[config.mk]
export PLATFORM = sky130hd
export DESIGN_NAME = pcm_sample_to_s16_converter
export DESIGN_NICKNAME = d
export VERILOG_FILES = /design/src/sv/pcmcv_pkg.sv /design/src/sv/pcmcv_convert.sv /design/src/sv/pcm_sample_to_s16_converter.sv
export SDC_FILE = /design/constraint.sdc
export NUM_CORES = 1
export LEC_CHECK = 0
export ABC_CLOCK_PERIOD_IN_PS = 10200
export BUFFER_PORTS_ARGS = -buffer_cell sky130_fd_sc_hd__buf_2
export CELL_PAD_IN_SITES_DETAIL_PLACEMENT = 0
export CELL_PAD_IN_SITES_GLOBAL_PLACEMENT = 1
export CORE_MARGIN = 5
export CORE_UTILIZATION = 44
export DETAILED_ROUTE_END_ITERATION = 12
export PLACE_DENSITY = 0.88
export SYNTH_ARGS = -nofsm -noshare
export SYNTH_HDL_FRONTEND = slang
export SYNTH_SLANG_ARGS = --single-unit
[constraint.sdc]
create_clock -name clk -period 10.2 [get_ports clk]
set_clock_uncertainty 0.15 [all_clocks]
set_input_delay 1.53 -clock clk [delete_from_list [all_inputs] [get_ports clk]]
set_output_delay 1.53 -clock clk [all_outputs]
set_load 0.02 [all_outputs]
[src/sv/pcmcv_pkg.sv]
// Package for the PCM sample to signed 16-bit converter.
// Holds the source format codes, the register map and the conversion result type.
// No dependencies.
package pcmcv_pkg;

	localparam int unsigned SampleBytesW = 32;
	localparam int unsigned SampleW      = 16;
	localparam int unsigned FmtW         = 3;
	localparam int unsigned ApbAddrW     = 3;
	localparam int unsigned ApbDataW     = 32;

	typedef enum logic [FmtW-1:0] {
		FMT_U8    = 3'd0,
		FMT_S16LE = 3'd1,
		FMT_S16BE = 3'd2,
		FMT_S24LE = 3'd3,
		FMT_S24BE = 3'd4,
		FMT_F32LE = 3'd5,
		FMT_F32BE = 3'd6
	} fmt_t;

	localparam logic [FmtW-1:0] FmtReset = FMT_S16LE;

	// Register index of source_format in the configuration map.
	localparam logic RegSourceFormat = 1'b0;

	typedef struct packed {
		logic [SampleW-1:0] sample;
		logic               clipped;
	} conv_res_t;

endpackage

[src/sv/pcmcv_convert.sv]
// Combinational sample conversion for the PCM to signed 16-bit converter.
// Integer formats are byte selection; float formats scale by 32767 with rounding.
// Depends on pcmcv_pkg.
module pcmcv_convert (
	input  logic [pcmcv_pkg::SampleBytesW-1:0] sample_bytes,
	input  logic [pcmcv_pkg::FmtW-1:0]         fmt,
	output pcmcv_pkg::conv_res_t               res
);

	logic [7:0]  b0, b1, b2, b3;
	logic [31:0] fbits;
	logic        fsign;
	logic [7:0]  fexp;
	logic [23:0] mant;
	logic [38:0] prod;
	logic [24:0] kept;
	logic        rnd_up;
	logic [39:0] rounded;
	logic [8:0]  shamt;
	logic [39:0] ival;
	logic        ge_32768, gt_32768;
	logic [15:0] fsample;
	logic        fclip;

	assign b0 = sample_bytes[7:0];
	assign b1 = sample_bytes[15:8];
	assign b2 = sample_bytes[23:16];
	assign b3 = sample_bytes[31:24];

	always_comb begin
		if (fmt == pcmcv_pkg::FMT_F32BE) begin
			fbits = {b0, b1, b2, b3};
		end else begin
			fbits = sample_bytes;
		end
	end

	assign fsign = fbits[31];
	assign fexp  = fbits[30:23];
	assign mant  = {1'b1, fbits[22:0]};

	// m * 32767 is exact in 39 bits; its top bit is bit 38 or bit 37.
	assign prod = {mant, 15'd0} - {15'd0, mant};

	always_comb begin
		if (prod[38]) begin
			rnd_up  = prod[14] & ((|prod[13:0]) | prod[15]);
			kept    = {1'b0, prod[38:15]} + {24'd0, rnd_up};
			rounded = {kept, 15'd0};
		end else begin
			rnd_up  = prod[13] & ((|prod[12:0]) | prod[14]);
			kept    = {1'b0, prod[37:14]} + {24'd0, rnd_up};
			rounded = {1'b0, kept, 14'd0};
		end
	end

	// Value is rounded * 2^(e-150); the integer part is a right shift.
	assign shamt = 9'd150 - {1'b0, fexp};

	always_comb begin
		if (fexp == 8'd0 || shamt >= 9'd40) begin
			ival = '0;
		end else begin
			ival = rounded >> shamt[5:0];
		end
	end

	assign ge_32768 = (|ival[39:16]) | ival[15];
	assign gt_32768 = (|ival[39:16]) | (ival[15] & (|ival[14:0]));

	always_comb begin
		fclip   = 1'b0;
		fsample = '0;
		if (fexp == 8'hFF && fbits[22:0] != 23'd0) begin
			fclip = 1'b1;
		end else if (!fsign) begin
			if (fexp == 8'hFF || fexp > 8'd150 || ge_32768) begin
				fclip   = 1'b1;
				fsample = 16'h7FFF;
			end else begin
				fsample = ival[15:0];
			end
		end else begin
			if (fexp == 8'hFF || fexp > 8'd150 || gt_32768) begin
				fclip   = 1'b1;
				fsample = 16'h8000;
			end else begin
				fsample = 16'd0 - ival[15:0];
			end
		end
	end

	always_comb begin
		res.clipped = 1'b0;
		case (fmt)
			pcmcv_pkg::FMT_U8:    res.sample = {~b0[7], b0[6:0], b0};
			pcmcv_pkg::FMT_S16LE: res.sample = {b1, b0};
			pcmcv_pkg::FMT_S16BE: res.sample = {b0, b1};
			pcmcv_pkg::FMT_S24LE: res.sample = {b2, b1};
			pcmcv_pkg::FMT_S24BE: res.sample = {b0, b1};
			pcmcv_pkg::FMT_F32LE, pcmcv_pkg::FMT_F32BE: begin
				res.sample  = fsample;
				res.clipped = fclip;
			end
			default:              res.sample = '0;
		endcase
	end

endmodule

[src/sv/pcm_sample_to_s16_converter.sv]
// Top level of the PCM sample to signed 16-bit converter.
// Input register, conversion logic, result register and the APB register port.
// Depends on pcmcv_pkg and pcmcv_convert.
//
// Usage:
// The slave stream takes one raw sample per beat on s_tdata (first byte in
// bits 7:0) with s_tlast marking the final sample of a buffer. The master
// stream returns the signed 16-bit sample on m_tdata, the clip flag on
// m_tuser and the copied marker on m_tlast. The source format is set over
// the APB port at address 0 and should only be changed while the block is
// empty. An accepted input beat passes the input register and then the result
// register; one beat is accepted every cycle unless the receiver stalls, the
// conversion being a single registered pass with no state between samples. At
// reset both stages empty and the format returns to s16 little endian. When the
// receiver stalls, the result holds on the master side and the input register
// still takes one more beat before s_tready falls.
module pcm_sample_to_s16_converter (
	input  logic                               clk,
	input  logic                               arst_n,
	input  logic                               s_tvalid,
	output logic                               s_tready,
	input  logic [pcmcv_pkg::SampleBytesW-1:0] s_tdata,  // sample_bytes[31:0]
	input  logic                               s_tlast,
	output logic                               m_tvalid,
	input  logic                               m_tready,
	output logic [pcmcv_pkg::SampleW-1:0]      m_tdata,  // sample_out[15:0]
	output logic                               m_tuser,  // clipped
	output logic                               m_tlast,
	input  logic                               psel,
	input  logic                               penable,
	input  logic                               pwrite,
	input  logic [pcmcv_pkg::ApbAddrW-1:0]     paddr,
	input  logic [pcmcv_pkg::ApbDataW-1:0]     pwdata,
	output logic [pcmcv_pkg::ApbDataW-1:0]     prdata,
	output logic                               pready
);

	logic [pcmcv_pkg::FmtW-1:0]         fmt_q;
	logic                               valid_s1;
	logic [pcmcv_pkg::SampleBytesW-1:0] bytes_s1;
	logic                               last_s1;
	logic                               adv_s1;
	pcmcv_pkg::conv_res_t               conv;

	assign pready = 1'b1;
	assign prdata = {{(pcmcv_pkg::ApbDataW-pcmcv_pkg::FmtW){1'b0}}, fmt_q};

	always_ff @(posedge clk or negedge arst_n) begin
		if (!arst_n) begin
			fmt_q <= pcmcv_pkg::FmtReset;
		end else if (psel && penable && pwrite && pready
				&& paddr[2] == pcmcv_pkg::RegSourceFormat) begin
			fmt_q <= pwdata[pcmcv_pkg::FmtW-1:0];
		end
	end

	// The first stage moves on whenever the result register is free or drains.
	assign adv_s1   = valid_s1 && (!m_tvalid || m_tready);
	assign s_tready = !valid_s1 || adv_s1;

	always_ff @(posedge clk or negedge arst_n) begin
		if (!arst_n) begin
			valid_s1 <= 1'b0;
		end else if (s_tready) begin
			valid_s1 <= s_tvalid;
		end
	end

	always_ff @(posedge clk) begin
		if (s_tready && s_tvalid) begin
			bytes_s1 <= s_tdata;
			last_s1  <= s_tlast;
		end
	end

	pcmcv_convert u_convert (
		.sample_bytes (bytes_s1),
		.fmt          (fmt_q),
		.res          (conv)
	);

	always_ff @(posedge clk or negedge arst_n) begin
		if (!arst_n) begin
			m_tvalid <= 1'b0;
		end else if (!m_tvalid || m_tready) begin
			m_tvalid <= valid_s1;
		end
	end

	always_ff @(posedge clk) begin
		if (adv_s1) begin
			m_tdata <= conv.sample;
			m_tuser <= conv.clipped;
			m_tlast <= last_s1;
		end
	end

endmodule

==> results by group <==
Finish
  – Commonest non-fill, non-tap cells in the layout: nand2_1 (134), nor2_1 (110), buf_2 (66)
  – Final Instance Count excl. Fillers: between 1000 and 1500
  – Layout cells sized above 1: between 10% and 20%
  – Final Util: 47.7%
  – Ant diodes: 0
  – Nets@finish: 1263
  – Commonest non-fill, non-tap cell in the layout: nand2_1
  – Cell area after layout: approximately 9300 um^2
  – Synth-to-Final Area Change: 6.06%

Timing
  – Tmin final: 8980 ps
  – Worst rel slew slack: between 20% and 30%
  – Max Freq: 111 MHz
  – Setup_tns: 0 ps
  – Hold Vio Cnt, Final: 0
  – Endpoints failing setup: 0
  – Final WS setup: 1220 ps
  – Final worst-path cycle share: 88.0%
  – Worst Max-Slew Pin Slew: 1060 ps
  – Max-slew violations: 0
  – Unrepaired setup endpoints after global routing: false

CTS
  – CTS-repair resized insts: 0
  – TritonCTS sink count: 56
  – Hold buffer count at cts: 0
  – CTS Buf Count: 5
  – Clock Path Buffers: 2
  – Post-CTS setup buffers: 0
  – Clk_lat worst skew: approximately 300 ps
  – Root Driver: clkbuf_16
  – Clock-pin slew on the worst setup and hold paths: 80 ps
  – CTS H-Tree Depth: 2
  – CTS tree: yes

Die
  – Die area: 22900 um^2
  – Io pins: ~130
  – Cell Rows: 51
  – Initial Util: 45.0%
  – Die width: 151 um
  – Die H: between 150 and 200 um
  – Core ar.: about 20000 um^2

Yosys
  – Mapped Cells: 1158
  – Prevailing post-synth register cell: edfxtp_1
  – FF+latch count, synth: 56
  – Async set or reset register ratio after synthesis: under 10%
  – Ys Warns: 0
  – EDFF count, synth: 51
  – Netlist Area Pre-Place: 8780 um^2
  – Sequential area share after synthesis: 18.9%
  – Syn avg cell area: 7.58 um^2
  – Unique masters post-synth: between 100 and 150

Setup path
  – Reg2reg setup slack: 1220 ps
  – Critical path's largest stage delay: 870 ps
  – Worst R2R Path Depth: 24
  – Buf/Inv on CP: 2
  – CP Cell Sequence: and3b_1 -> buf_4 -> mux2i_1 -> ha_1 -> a21boi_0 -> o21ai_1 -> a31oi_1 -> o31ai_4 -> xor2_2 -> nand3_2 -> nor4_2 -> nand3_1 -> and3_1 -> o21ai_0 -> nand2_1 -> o311ai_0 -> nand2_1 -> ha_1 -> inv_1 -> a211o_1 -> or2_0 -> o31a_1 -> nand2b_1 -> o21ai_1
  – CP max-delay cell: nor4_2
  – Critical path peak fanout: 21
  – Worst endpoint required time: a little over 10000 ps
  – Worst Setup SP: fmt_q[2]$_DFFE_PN0P_
  – Reg-to-Reg End: m_tdata[9]$_DFFE_PP_
  – CP startpoint kind: register
  – Crit Path Category: register to register
  – Top delay family on crit path: simple AND/OR/NAND/NOR gates
  – Stages on worst setup path: 24
  – R2R Path Start: fmt_q[2]$_DFFE_PN0P_
  – Worst setup endpoint: m_tdata[9]$_DFFE_PP_
  – CP arrival: 8870 ps
  – Crit end category: register

Routing
  – Pre-antenna DRT Iters: 6
  – Detailed Route WL: 32600 um
  – DR WL/cell: 22.6 um
  – Routed vias: 9806
  – Drt via density: 6.80
  – DR iter-0 viols: around 1500
  – Antenna Violating Nets Remaining: 0
  – Drc violations: 0

Placement
  – DP Worst Slack: 1540 ps
  – RD Place Congestion: 1.02
  – HPWL Detailed: 25400 um
  – Dpl cells: 1434
  – Port bufs: 66
  – Placed cell area: 9160 um^2

Global route
  – Vias in the first global route: ~9000
  – Total track usage: 27.7%
  – Initial antenna violation count: 0
  – Largest net degree at the start of global routing: 47
  – Grt ovf: 0
  – First-pass GRT wire length: 50200 um

Hold path
  – Worst min path class: register to register

Pwr
  – Leak pwr: approximately 3.4 nW
  – Power Density: approximately 200 nW/um^2
  – VDD IR max: 133 uV

Flow run
  – Max cap viols: 0

Run status
  – Status: completed
[power breakdown]
part | total, W | internal (W) | switching, W
combinational | 0.00132 | 0.000424 | 0.000894
clock | 0.000180 | 0.0000947 | 0.0000857
sequential | 0.000323 | 0.000291 | 0.0000327
[synth_stat cells (all sizes together) (13+ instances only)]
library cell | n | area, um^2
a211oi | 20 | 150
a21oi | 66 | 334
a31oi | 21 | 146
and2 | 17 | 106
and3 | 20 | 130
buf | 52 | 374
clkbuf | 52 | 195
edfxtp | 51 | 1530
inv | 13 | 48.8
mux2i | 48 | 509
nand2 | 134 | 503
nand2b | 15 | 93.8
nand3 | 52 | 275
nand4 | 29 | 203
nor2 | 112 | 430
nor3 | 37 | 190
nor4 | 27 | 209
o211ai | 21 | 168
o21ai | 43 | 215
o22ai | 13 | 81.3
o31ai | 19 | 161
or3 | 17 | 106
xnor2 | 27 | 236
xor2 | 21 | 199
[cell type report]
class	count	area, um^2
clock buffer	5	125
clock inverter	3	28.8
fill	2028	10200
inverter	14	52.6
multi-input combinational	1012	6630
sequential	56	1660
tap	265	332
timing repair buffer	87	488
[sequential cells by signal, summed over array words and instances, names as in the netlist]
| name | count |
|---|---|
| m_tlast | 1 |
| m_tdata | 16 |
| m_tvalid | 1 |
| bytes_s1 | 32 |
| fmt_q | 3 |
| m_tuser | 1 |
| last_s1 | 1 |
| valid_s1 | 1 |
[per-stage QoR]
step | hold WS (ps) | power [W]
final | 280 | 0.00182
after global routing | 295 | 0.00193
after CTS | 282 | 0.00178
after detailed placement | 262 | 0.00159
after global placement | 251 | 0.00159
after floorplan | 250 | 0.00126
[worst min path at each step]
stage               cells past startpoint               from           endpoint  slack (ps)
floorplan                               0  last_s1$_DFFE_PP_  m_tlast$_DFFE_PP_         250
global placement                        0  last_s1$_DFFE_PP_  m_tlast$_DFFE_PP_         250
detailed placement                      0  last_s1$_DFFE_PP_  m_tlast$_DFFE_PP_         260
CTS                                     0  last_s1$_DFFE_PP_  m_tlast$_DFFE_PP_         280
global route                            0  last_s1$_DFFE_PP_  m_tlast$_DFFE_PP_         300
finish                                  0  last_s1$_DFFE_PP_  m_tlast$_DFFE_PP_         280
[logic make-up after synthesis]
| family | Yosys count | synth area share, % |
|---|---|---|
| other | 2 | 0.0856 |
| multiplexers | 60 | 7.34 |
| AO/OA/AOI/OAI | 353 | 29.7 |
| adder cells (fa/ha/maj) | 12 | 1.71 |
| AND/OR/NAND/NOR | 508 | 30.0 |
| flip-flops | 56 | 18.9 |
| buffers and inverters | 118 | 7.08 |
| XOR/XNOR | 49 | 5.22 |
[routing by layer]
layer  wire, um  part of all wire, %  track usage [%]  up-vias
met4       1300                  4.0             10.3        0
met1      14000                   43             40.4     4603
met2      14300                   44             42.0      617
li1           -                    -                -     4501
met3       3050                  9.4             3.17       85
met5          0                    0                0        -
[worst reg2reg max path, cell delays in order (launching register included)]
cell and delay, ps:
dfrtp_1 780, and3b_1 630, buf_4 300, mux2i_1 520, ha_1 460, a21boi_0 230, o21ai_1 350, a31oi_1 250
o31ai_4 140, xor2_2 400, nand3_2 270, nor4_2 870, nand3_1 240, and3_1 270, o21ai_0 480, nand2_1 90
o311ai_0 640, nand2_1 190, ha_1 250, inv_1 90, a211o_1 210, or2_0 150, o31a_1 500, nand2b_1 190
o21ai_1 80
No activity file was read; power rests on OpenSTA's default activity.
